File: config.mk
export PLATFORM = sky130hd
export DESIGN_NAME = fis_ctrl
export DESIGN_NICKNAME = d
export VERILOG_FILES = /design/src/rtl/fis_pkg.sv /design/src/rtl/fis_ctrl.sv
export SDC_FILE = /design/constraint.sdc
export NUM_CORES = 1
export LEC_CHECK = 0
export BUFFER_PORTS_ARGS = -buffer_cell sky130_fd_sc_hd__buf_4
export CAP_MARGIN = 20
export CELL_PAD_IN_SITES_DETAIL_PLACEMENT = 0
export CELL_PAD_IN_SITES_GLOBAL_PLACEMENT = 2
export CORE_AREA = 2 2 39 41
export CTS_CLUSTER_SIZE = 40
export DETAILED_ROUTE_END_ITERATION = 10
export DIE_AREA = 0 0 41 43
export GPL_TIMING_DRIVEN = 0
export PLACE_DENSITY_LB_ADDON = 0.1
export SYNTH_ARGS = -nofsm -noshare
export SYNTH_HDL_FRONTEND = slang
export SYNTH_SLANG_ARGS = --single-unit
File: constraint.sdc
create_clock -name clk -period 1 [get_ports clk]
set_clock_uncertainty 0.05 [all_clocks]
set_input_delay 0.25 -clock clk [delete_from_list [all_inputs] [get_ports clk]]
set_output_delay 0.25 -clock clk [all_outputs]
set_load 0.05 [all_outputs]
File: src/rtl/fis_pkg.sv
// ----------------------------------------------------------------------------
// fis_pkg: shared types and constants for the escape-time fractal iterator
// Sequencer states, control/status bundles, register indexes, reset values
// and the signed 32-bit saturation helper.
// ----------------------------------------------------------------------------
package fis_pkg;

  typedef enum logic [2:0] {
    ST_IDLE,
    ST_MAP_MUL,
    ST_MAP_ADD,
    ST_SQ,
    ST_UPD,
    ST_DONE
  } state_t;

  // Sequencer to datapath
  typedef struct packed {
    logic map_sel;   // multiplier takes the pixel mapping operands
    logic load_pt;   // load the mapped point into z (mode 0) or into c (mode 1)
    logic iterate;   // escape check and z update
    logic done;      // result word on the output ports
    logic busy;
  } ctrl_t;

  // Datapath to sequencer
  typedef struct packed {
    logic limit_zero;
    logic stop;
  } status_t;

  localparam int unsigned CFG_IDX_W = 3;
  localparam int unsigned CFG_DATA_W = 32;

  localparam logic [CFG_IDX_W-1:0] REG_MODE     = 3'd0;
  localparam logic [CFG_IDX_W-1:0] REG_C_RE     = 3'd1;
  localparam logic [CFG_IDX_W-1:0] REG_C_IM     = 3'd2;
  localparam logic [CFG_IDX_W-1:0] REG_MAX_IT   = 3'd3;
  localparam logic [CFG_IDX_W-1:0] REG_X_STEP   = 3'd4;
  localparam logic [CFG_IDX_W-1:0] REG_Y_STEP   = 3'd5;
  localparam logic [CFG_IDX_W-1:0] REG_MOVE_X   = 3'd6;
  localparam logic [CFG_IDX_W-1:0] REG_MOVE_Y   = 3'd7;

  localparam logic              RST_MODE   = 1'b0;
  localparam logic signed [31:0] RST_C_RE  = -32'sd93952410;
  localparam logic signed [31:0] RST_C_IM  = 32'sd36258869;
  localparam logic [11:0]        RST_MAX_IT = 12'd300;
  localparam logic [30:0]        RST_X_STEP = 31'd629146;
  localparam logic [30:0]        RST_Y_STEP = 31'd559241;
  localparam logic signed [31:0] RST_MOVE   = 32'sd0;

  localparam logic signed [65:0] SAT_HI = 66'sd2147483647;
  localparam logic signed [65:0] SAT_LO = -66'sd2147483648;

  function automatic logic signed [31:0] sat32(input logic signed [65:0] v);
    logic signed [31:0] r;
    if (v > SAT_HI) begin
      r = 32'sh7FFFFFFF;
    end else if (v < SAT_LO) begin
      r = 32'sh80000000;
    end else begin
      r = v[31:0];
    end
    return r;
  endfunction

endpackage

File: src/rtl/fis_ctrl.sv
// ----------------------------------------------------------------------------
// fis_ctrl: iteration sequencer
// Map point, then alternate square and update/check until stop; a zero limit goes straight to done.
// ----------------------------------------------------------------------------
module fis_ctrl
  import fis_pkg::*;
(
  input  logic    clk,
  input  logic    rst,
  input  logic    start,
  input  status_t sts,
  output ctrl_t   ctl
);

  state_t state;
  state_t state_next;

  always_ff @(posedge clk) begin
    if (rst) begin
      state <= ST_IDLE;
    end else begin
      state <= state_next;
    end
  end

  always_comb begin
    state_next = state;
    unique case (state)
      ST_IDLE:    if (start) state_next = ST_MAP_MUL;
      ST_MAP_MUL: state_next = ST_MAP_ADD;
      ST_MAP_ADD: state_next = sts.limit_zero ? ST_DONE : ST_SQ;
      ST_SQ:      state_next = ST_UPD;
      ST_UPD:     state_next = sts.stop ? ST_DONE : ST_SQ;
      ST_DONE:    state_next = ST_IDLE;
      default:    state_next = ST_IDLE;
    endcase
  end

  always_comb begin
    ctl = '0;
    unique case (state)
      ST_IDLE: begin
        ctl.busy = 1'b0;
      end
      ST_MAP_MUL: begin
        ctl.busy    = 1'b1;
        ctl.map_sel = 1'b1;
      end
      ST_MAP_ADD: begin
        ctl.busy    = 1'b1;
        ctl.load_pt = 1'b1;
      end
      ST_SQ: begin
        ctl.busy = 1'b1;
      end
      ST_UPD: begin
        ctl.busy    = 1'b1;
        ctl.iterate = 1'b1;
      end
      ST_DONE: begin
        ctl.busy = 1'b1;
        ctl.done = 1'b1;
      end
      default: ctl = '0;
    endcase
  end

endmodule

==> flow_metrics.py, run 1 <==
metrics = {
    "drt": {
        "drt_iter0_drc": 3,
        "dr.pass1.iters": 2,
        "vias": 265,
        "drt-wirelength-per-cell_um": 11.1,
        "detail_route.vias_per_cell": 4.27,
        "final_antenna_net_count": 0,
        "drt_drc_violations_left": 0,
        "drt-total-wl_um": 687,
    },
    "run_status": {
        "status": "finished with violations",
        "violations": "negative setup slack",
    },
    "timing": {
        "hold_viol_final": 0,
        "worstMarginPinSlew_ns": 0.239,
        "setup_violations": 8,
        "min_period_ns": 1.41,
        "period_share": 1.41,
        "maxSlewHeadroom": 0.840,
        "maxSlewViolCount": 0,
        "setup_tns_ns": -2.56,
        "rsz0062_at_grt": "yes",
        "finalWorstSetupSlack_ns": -0.405,
        "fmax_mhz": 712,
    },
    "synthesis": {
        "ys_ff_latch": 3,
        "synth-seq-area-share": 0.239,
        "ys_top_cells_by_area": "dfxtp_1, buf_6, nor3b_2",
        "synth_warnings": 0,
        "syn_inst": 24,
        "synth-simple-area-share": 0.408,
        "synth_top_family_by_area": "simple AND/OR/NAND/NOR gates",
        "synthMuxAreaShare": 0,
        "synth-xor-area-share": 0,
        "synth_edf_count": 0,
        "async_flop_share": 0,
        "ys_types": 17,
        "synthesis.area_sq_um": 251,
        "syn_nets": 29,
        "synth-compound-area-share": 0.219,
        "synthTopCellsByCount": "buf_6, dfxtp_1, nor3_1",
        "synth_fa_ha_area_frac": 0,
        "yosysTopAreaCellShare": 0.239,
        "synth_ff_type": "dfxtp_1",
        "synth.avg_cell_area_sq_um": 10.5,
        "synth.largest_area_cell": "dfxtp_1",
    },
    "worst_setup_path": {
        "crit_arrival_ns": 1.11,
        "ff2ff_path_depth": 5,
        "cp.required_ns": 0.70,
        "crit_fanout": 7,
        "reg2reg_from": "state[2]$_SDFFE_PP0P_",
        "critPathKind": "flop to output port",
        "critPathCaptureType": "output port",
        "startpoint": "state[1]$_SDFFE_PP0P_",
        "timing.rr.end": "state[2]$_SDFFE_PP0P_",
        "start_kind": "flop",
        "worst-r2r-setup-slack_ns": -0.29,
    },
    "placed_design": {
        "place_congestion": 0.617,
        "dpl.hpwl_um": 418,
        "portBuffers": 9,
    },
    "pwr": {
        "power.density_mw_per_mm2": 1070,
        "p_total_mw": 0.586,
        "irDropWorstVdd_mv": 0.547,
        "p_leak_nw": 0.215,
    },
    "worst_hold_path": {
        "holdPathEnd": "state[0]$_SDFFE_PP0P_",
        "hold_path_class": "primary input to flop",
        "holdPathStages": 2,
        "holdCritStartpoint": "rst",
    },
    "global_routing": {
        "grt_max_degree": 8,
        "grt_overflow": 0,
        "antenna_found_initial": 0,
        "grt.total_usage": 0.108,
        "grt_pass1_wl_um": 1240,
        "grt_pass1_vias": 288,
    },
    "layout": {
        "top_register": "state",
        "nNetsFinal": 52,
        "largest_reg_flops": 3,
        "top_regs": "state (3)",
        "drive_gt1_frac": 0.870,
        "antenna_cells": 0,
        "area.growth.synth_to_final_pct": 118,
    },
    "floorplan": {
        "die_w_um": 41,
        "die_h_um": 43,
        "die-area_sq_mm": 0.00176,
        "io_pins": 10,
        "num_rows": 14,
        "design.core.area_sq_mm": 0.00138,
        "start_util": 0.182,
    },
    "flow_run": {
        "cap_viol_max_count": 0,
    },
    "clock_tree": {
        "tritoncts": "yes",
        "postCtsHoldBufs": 0,
        "cts_buffers": 3,
        "clk_pin_slew_ns": 0.04,
        "htreeDepth": 1,
        "cts.sinks": 3,
        "cts_buffer_depth": 2,
        "clk-insertion-delay-late_ns": 0.24,
        "root_buffer": "clkbuf_4",
    },
}
==> critical path, cell delays in order, from the launching register on <==
cell and delay [ns]:
dfxtp_2 0.32, buf_6 0.14, nor3b_4 0.22, buf_6 0.18
==> cell families after synthesis <==
| kind of cell | Yosys count |
|---|---|
| AOI/OAI and AO/OA | 6 |
| buffers and inverters | 3 |
| DFF | 3 |
| and+or+nand+nor | 12 |
==> worst max path at each step <==
stage                             to  slack [ns]
6_report                      ctl[4]       -0.41
5_1_grt                       ctl[2]       -0.46
4_1_cts                       ctl[4]       -0.40
3_5_place_dp                  ctl[0]       -0.20
3_3_place_gp                  ctl[0]       -0.20
2_1_floorplan  state[2]$_SDFFE_PP0P_       -0.34
==> cell usage in the layout, fill, tap and decap left out <==
cell type,instances
nor3_4,1
buf_6,9
nor2_4,1
nand2_1,1
buf_12,1
a21boi_2,1
dfxtp_2,3
and3b_2,1
a21oi_2,1
nor4b_2,1
o21a_1,1
nor3_1,1
buf_4,9
nor3b_4,2
a2111oi_4,1
o21bai_1,1
clkbuf_4,3
nand2b_2,1
nor3_2,2
buf_8,2
o31a_1,1
clkbuf_1,1
nor4_4,1
==> stage by stage <==
stage	worst slack [ns]	area (sq um)	hold WS, ns	instances	util
2_1_floorplan	-0.338	278	0.280	24	-
3_3_place_gp	-0.200	365	0.394	49	0.264
3_5_place_dp	-0.204	365	0.392	49	0.264
4_1_cts	-0.401	529	0.138	61	0.382
5_1_grt	-0.458	549	0.134	62	0.397
6_report	-0.405	549	0.144	62	0.397
==> cell type report <==
| type | count | area [sq um] |
|---|---|---|
| multi-input combinational | 18 | 220 |
| sequential | 3 | 63.8 |
| fill | 146 | 835 |
| timing repair buffer | 18 | 181 |
| tap | 16 | 20.0 |
| clock buffer | 4 | 26.3 |
| buffer | 3 | 37.5 |
==> report_power, final <==
group	internal [mW]	leakage [nW]	switching (mW)
combinational	0.119	0.174	0.113
clock	0.150	0.0150	0.0720
sequential	0.128	0.0258	0.00472
==> timing repair <==
action,CTS,global route
endpoints found under the setup margin,8,8
pin swaps,6,1
resized for setup,15,3
buffers inserted,8,1
==> routing by layer <==
| layer | global-route usage | routed length, um | share of wire | vias to the layer above |
|---|---|---|---|---|
| met5 | 0 | 0 | 0 | - |
| li1 | - | - | - | 136 |
| met3 | 0.0314 | 19 | 0.028 | 0 |
| met4 | 0.0800 | 0 | 0 | 0 |
| met2 | 0.163 | 401 | 0.58 | 6 |
| met1 | 0.122 | 266 | 0.39 | 123 |
Note: power is estimated with default switching activity, not from simulation.
==> run 2: changes to the inputs <==
--- a/config.mk
+++ b/config.mk
@@ -13,8 +13,11 @@
 export CTS_CLUSTER_SIZE = 40
 export DETAILED_ROUTE_END_ITERATION = 10
 export DIE_AREA = 0 0 41 43
+export GPL_ROUTABILITY_DRIVEN = 0
 export GPL_TIMING_DRIVEN = 0
 export PLACE_DENSITY_LB_ADDON = 0.1
+export SLEW_MARGIN = 0
 export SYNTH_ARGS = -nofsm -noshare
 export SYNTH_HDL_FRONTEND = slang
 export SYNTH_SLANG_ARGS = --single-unit
+export TNS_END_PERCENT = 5
==> run 2 against run 1 <==
Effect of this change:
- critical path depth unchanged
- final area down 21%
- the run still ends with negative setup slack left
- first-iteration DRC count unchanged
- critical path type unchanged
- count of clock-buffer cells in the layout unchanged
- worst hold slack worse by 0.0050 ns
- via count down 9.8%
- sequential power about the same
- clock power about the same
- cell count down 9.7%
- routed wire length down 11%
- die area unchanged
- critical endpoint is now ctl[2]
- combinational power down 24%
==> flow_metrics.py, run 2 (synthesis results as in run 1) <==
metrics = {
    "timing": {
        "setup_tns_ns": -2.33,
        "finalWorstSetupSlack_ns": -0.386,
        "holdWs_ns": 0.139,
        "maxSlewHeadroom": 0.796,
        "fmax_mhz": 721,
        "worstMarginPinSlew_ns": 0.302,
        "maxSlewViolCount": 0,
        "setup_violations": 8,
        "rsz0062_at_grt": "yes",
        "hold_viol_final": 0,
        "min_period_ns": 1.39,
        "period_share": 1.39,
    },
    "floorplan": {
        "io_pins": 10,
        "design.core.area_sq_mm": 0.00138,
        "start_util": 0.182,
        "num_rows": 14,
        "die-area_sq_mm": 0.00176,
        "die_h_um": 43,
        "die_w_um": 41,
    },
    "layout": {
        "final_common_cell": "buf_6",
        "top_regs": "state (3)",
        "largest_reg_flops": 3,
        "seqCellArea_sq_um": 63.8,
        "top_register": "state",
        "mostFrequentLayoutCells": "buf_6, buf_4, clkbuf_4, dfxtp_2",
        "antenna_cells": 0,
        "num-fill-cells": 147,
        "drive_gt1_frac": 0.750,
        "stdcell_count": 56,
        "nNetsFinal": 46,
        "area.growth.synth_to_final_pct": 72.6,
        "multi_input_area_sq_um": 181,
    },
    "pwr": {
        "power.density_mw_per_mm2": 1220,
        "irDropWorstVdd_mv": 0.737,
        "p_leak_nw": 0.172,
        "p_total_mw": 0.528,
    },
    "clock_tree": {
        "clk_pin_slew_ns": 0.04,
        "root_buffer": "clkbuf_4",
        "cts_buffer_depth": 2,
        "clk-insertion-delay-late_ns": 0.24,
        "cts.sinks": 3,
        "htreeDepth": 1,
        "cts_buffers": 3,
        "tritoncts": "yes",
    },
    "placed_design": {
        "portBuffers": 9,
        "placed_cells": 49,
        "dpl.hpwl_um": 415,
        "place_ws_ns": -0.208,
    },
    "worst_setup_path": {
        "cp.required_ns": 0.70,
        "start_kind": "flop",
        "cp_num_buf_inv": 2,
        "cp_top_family": "flip-flops",
        "critPathKind": "flop to output port",
        "crit_arrival_ns": 1.09,
        "crit_fanout": 7,
        "max_stage_delay_ns": 0.32,
        "crit_chain": "buf_6 -> nor3b_4 -> buf_6",
        "cpMostUsedCell": "buf_6",
        "critPathCaptureType": "output port",
        "cpMaxStageDelayCell": "dfxtp_2",
    },
    "drt": {
        "drt-wirelength-per-cell_um": 10.9,
        "drt-total-wl_um": 613,
        "vias": 239,
        "detail_route.vias_per_cell": 4.27,
        "final_antenna_net_count": 0,
        "drt_drc_violations_left": 0,
        "drt_iter0_drc": 3,
        "dr.pass1.iters": 4,
    },
    "global_routing": {
        "grt_overflow": 0,
        "grt_pass1_vias": 241,
        "grt_pass1_wl_um": 1010,
        "grt_max_degree": 10,
        "antenna_found_initial": 0,
        "grt.total_usage": 0.0920,
    },
    "run_status": {
        "status": "finished with violations",
        "violations": "negative setup slack",
    },
    "flow_run": {
        "cap_viol_max_count": 0,
    },
    "worst_hold_path": {
        "hold_path_class": "primary input to flop",
    },
}
## run 2: metrics by stage
stage	utilization	area [sq um]
4_1_cts	0.313	433
5_1_grt	0.314	434
3_3_place_gp	0.259	358
3_5_place_dp	0.259	358
6_report	0.314	434
2_1_floorplan	-	270
## run 2: worst paths after layout
path / from / end / slack (ns) / depth (start not counted)
setup / recovery: state[1]$_SDFFE_PP0P_ / ctl[2] / -0.39 / 3
hold / removal: rst / state[0]$_SDFFE_PP0P_ / 0.14 / 2
setup reg to reg: state[2]$_SDFFE_PP0P_ / state[2]$_SDFFE_PP0P_ / -0.24 / 5
hold reg to reg: state[1]$_SDFFE_PP0P_ / state[2]$_SDFFE_PP0P_ / 0.63 / 3
## run 2: worst reg2reg max path, delay by kind of cell, from the launching register on
kind / cells / cell delay (ns)
buf+inv: 2 / 0.28
simple gates: 2 / 0.33
compound gates: 1 / 0.15
flops: 1 / 0.31
## run 2: layer usage
metal	routed length (um)	up-vias	track usage
li1	-	122	-
met1	266	105	0.105
met2	287	12	0.119
met3	59	0	0.0628
met4	0	0	0.0600
met5	0	-	0
## run 2: power by group
part | switching (mW) | leakage, nW | internal, mW
clock | 0.0704 | 0.0150 | 0.150
combinational | 0.0949 | 0.131 | 0.0806
sequential | 0.00412 | 0.0258 | 0.128
## run 2: area by class of cell
type | instances | area share
plain buffers | 3 | 0.0778
clock buffers | 4 | 0.0605
multi-input cells | 18 | 0.418
flip-flops and latches | 3 | 0.147
well taps | 16 | 0.0461
repair buffers | 12 | 0.251
## run 2: repair_timing
action / in CTS / in global routing
buffers inserted: 3 / 0
pin swaps: 2 / 1
gates resized for setup: 8 / 1
endpoints found under the setup margin: 8 / 8
hold buffers: 0 / 0
==> run 3: changes to the inputs <==
--- a/config.mk
+++ b/config.mk
@@ -5,8 +5,8 @@
 export SDC_FILE = /design/constraint.sdc
 export NUM_CORES = 1
 export LEC_CHECK = 0
+export ABC_AREA = 1
 export BUFFER_PORTS_ARGS = -buffer_cell sky130_fd_sc_hd__buf_4
-export CAP_MARGIN = 20
 export CELL_PAD_IN_SITES_DETAIL_PLACEMENT = 0
 export CELL_PAD_IN_SITES_GLOBAL_PLACEMENT = 2
 export CORE_AREA = 2 2 39 41
==> run 3 against run 2 <==
Effect of this change:
- the flow still finishes with violations (negative setup slack)
- utilization increased by 3.8 points
- clock power is 4% lower
- routed wire length decreased by 3.8%
- register-to-register slack gained 0.08 ns
- power rose by 34%
- worst hold slack got worse by 0.021 ns
- non-clock buffer count stayed put
- cell count up 20%
- worst setup slack gained 0.027 ns
- largest cell class unchanged
- highest routed layer is now met4
==> flow_metrics.py, run 3 <==
metrics = {
    "timing": {
        "hold_viol_final": 0,
        "maxSlewViolCount": 0,
        "min_period_ns": 1.36,
        "maxSlewHeadroom": 0.906,
        "setup_tns_ns": -1.96,
        "setup_violations": 7,
        "rsz0062_at_grt": "yes",
        "period_share": 1.36,
        "finalWorstSetupSlack_ns": -0.359,
        "fmax_mhz": 736,
        "worstMarginPinSlew_ns": 0.140,
    },
    "layout": {
        "mostFrequentLayoutCells": "buf_4, inv_1, buf_6",
        "stdcell_count": 67,
        "top_register": "state",
        "drive_gt1_frac": 0.725,
        "top_regs": "state (3)",
        "fin_util": 0.352,
        "largest_reg_flops": 3,
        "antenna_cells": 0,
        "num-fill-cells": 162,
        "final_common_cell": "buf_4",
        "area.growth.synth_to_final_pct": 130,
        "nNetsFinal": 57,
    },
    "placed_design": {
        "portBuffers": 9,
        "placed_cells": 58,
        "dpl.hpwl_um": 420,
        "place_ws_ns": -0.341,
    },
    "floorplan": {
        "io_pins": 10,
        "die_w_um": 41,
        "start_util": 0.153,
        "design.core.area_sq_mm": 0.00138,
        "die_h_um": 43,
        "die-area_sq_mm": 0.00176,
        "num_rows": 14,
    },
    "clock_tree": {
        "clk_pin_slew_ns": 0.04,
        "root_buffer": "clkbuf_4",
        "clk-insertion-delay-late_ns": 0.23,
        "htreeDepth": 1,
        "cts.sinks": 3,
        "tritoncts": "yes",
        "cts_buffers": 3,
        "postCtsHoldBufs": 0,
        "cts_buffer_depth": 2,
    },
    "synthesis": {
        "syn_nets": 38,
        "syn_inst": 33,
        "synth.largest_area_cell": "dfxtp_1",
        "synth_edf_count": 0,
        "synthTopCellsByCount": "inv_1, nand3_1",
        "ys_ff_latch": 3,
        "synthesis.area_sq_um": 211,
        "yosysTopAreaCellShare": 0.284,
        "ys_types": 15,
        "ys_top_cells_by_area": "dfxtp_1, nand3_1, inv_1",
        "synth_ff_type": "dfxtp_1",
        "synth.avg_cell_area_sq_um": 6.41,
        "async_flop_share": 0,
        "synth-seq-area-share": 0.284,
        "synth_warnings": 0,
    },
    "run_status": {
        "status": "finished with violations",
        "violations": "negative setup slack",
    },
    "worst_setup_path": {
        "cp_num_buf_inv": 2,
        "crit_chain": "buf_12 -> nor3_4 -> buf_6",
        "cpMaxStageDelayCell": "dfxtp_4",
        "cp.required_ns": 0.70,
        "critPathKind": "flop to output port",
        "start_kind": "flop",
        "crit_arrival_ns": 1.06,
        "crit_fanout": 4,
        "max_stage_delay_ns": 0.35,
        "critPathCaptureType": "output port",
        "ff2ff_path_depth": 8,
        "cp.depth": 3,
        "cp_top_family": "flip-flops",
    },
    "pwr": {
        "p_clk_frac": 0.298,
        "p_seq_frac": 0.220,
        "comb_power_share": 0.482,
        "p_int_mw": 0.433,
        "power.density_mw_per_mm2": 1460,
        "irDropWorstVdd_mv": 0.564,
        "netSwitchingPower_mw": 0.277,
        "p_sw_frac": 0.391,
        "p_total_mw": 0.710,
        "p_leak_nw": 0.230,
    },
    "global_routing": {
        "grt_overflow": 0,
        "grt_pass1_vias": 261,
        "grt.total_usage": 0.0933,
        "antenna_found_initial": 0,
        "grt_max_degree": 8,
        "grt_pass1_wl_um": 1040,
    },
    "drt": {
        "vias": 278,
        "drt_iter0_drc": 7,
        "drt-wirelength-per-cell_um": 8.81,
        "drt-total-wl_um": 590,
        "detail_route.vias_per_cell": 4.15,
        "drt_drc_violations_left": 0,
        "dr.pass1.iters": 2,
        "final_antenna_net_count": 0,
    },
    "worst_hold_path": {
        "hold_path_class": "primary input to flop",
        "holdPathStages": 2,
    },
    "flow_run": {
        "cap_viol_max_count": 0,
    },
}
run 3: final timing paths:
| path | start | to | slack, ns |
|---|---|---|---|
| hold reg to reg | state[0]$_SDFFE_PP0P_ | state[0]$_SDFFE_PP0P_ | 0.53 |
| setup reg to reg | state[2]$_SDFFE_PP0P_ | state[1]$_SDFFE_PP0P_ | -0.16 |
| hold / removal | rst | state[2]$_SDFFE_PP0P_ | 0.12 |
| setup / recovery | state[1]$_SDFFE_PP0P_ | ctl[1] | -0.36 |
run 3: repair_timing:
item                                    4_1_cts  5_1_grt
pin swaps                                     2        0
cloned                                        0        0
resized for setup                            12        6
endpoints found under the setup margin        7        8
setup buffers                                 2        3
run 3: final cells by class:
type | instances | area [sq um] | area share
multi-input cells | 20 | 165 | 0.339
inverters | 9 | 51.3 | 0.105
well taps | 16 | 20.0 | 0.0411
plain buffers | 1 | 15.0 | 0.0308
clock buffers | 4 | 26.3 | 0.0540
repair buffers | 14 | 140 | 0.288
flip-flops and latches | 3 | 68.8 | 0.141
run 3: power groups by stage:
stage	clock network (mW)	registers, mW	logic, mW
2_1_floorplan	0	0.157	0.185
3_3_place_gp	0	0.162	0.244
3_5_place_dp	0	0.162	0.244
4_1_cts	0.222	0.159	0.302
5_1_grt	0.243	0.158	0.371
6_report	0.212	0.156	0.342
run 3: worst reg2reg max path, cell delays in order (launching register included):
cell and delay, ns:
dfxtp_2 0.31, buf_8 0.14, buf_4 0.13, buf_4 0.14, nor2_4 0.11, nand2_1 0.07, nand3_2 0.07, nand2_1 0.05
inv_1 0.05
run 3: kinds of logic (layout without fill, tap and decap cells):
family                 after synthesis  after routing  synth area share
AND/OR/NAND/NOR                     16             16             0.385
buffers and inverters               10             28             0.219
AO/OA/AOI/OAI                        4              4             0.112
flip-flops                           3              3             0.284
run 3: per-layer routing:
metal,global-route usage,up-vias,routed length (um)
li1,-,140,-
met1,0.0897,126,216
met2,0.138,9,319
met3,0.0314,3,29
met4,0.100,0,24
met5,0,-,0
run 3: stage by stage:
stage                     instance area [sq um]  hold slack [ns]
after floorplan                             258            0.255
after global placement                      345            0.365
after detailed placement                    345            0.360
after CTS                                   442            0.112
after global routing                        487            0.101
final                                       487            0.118
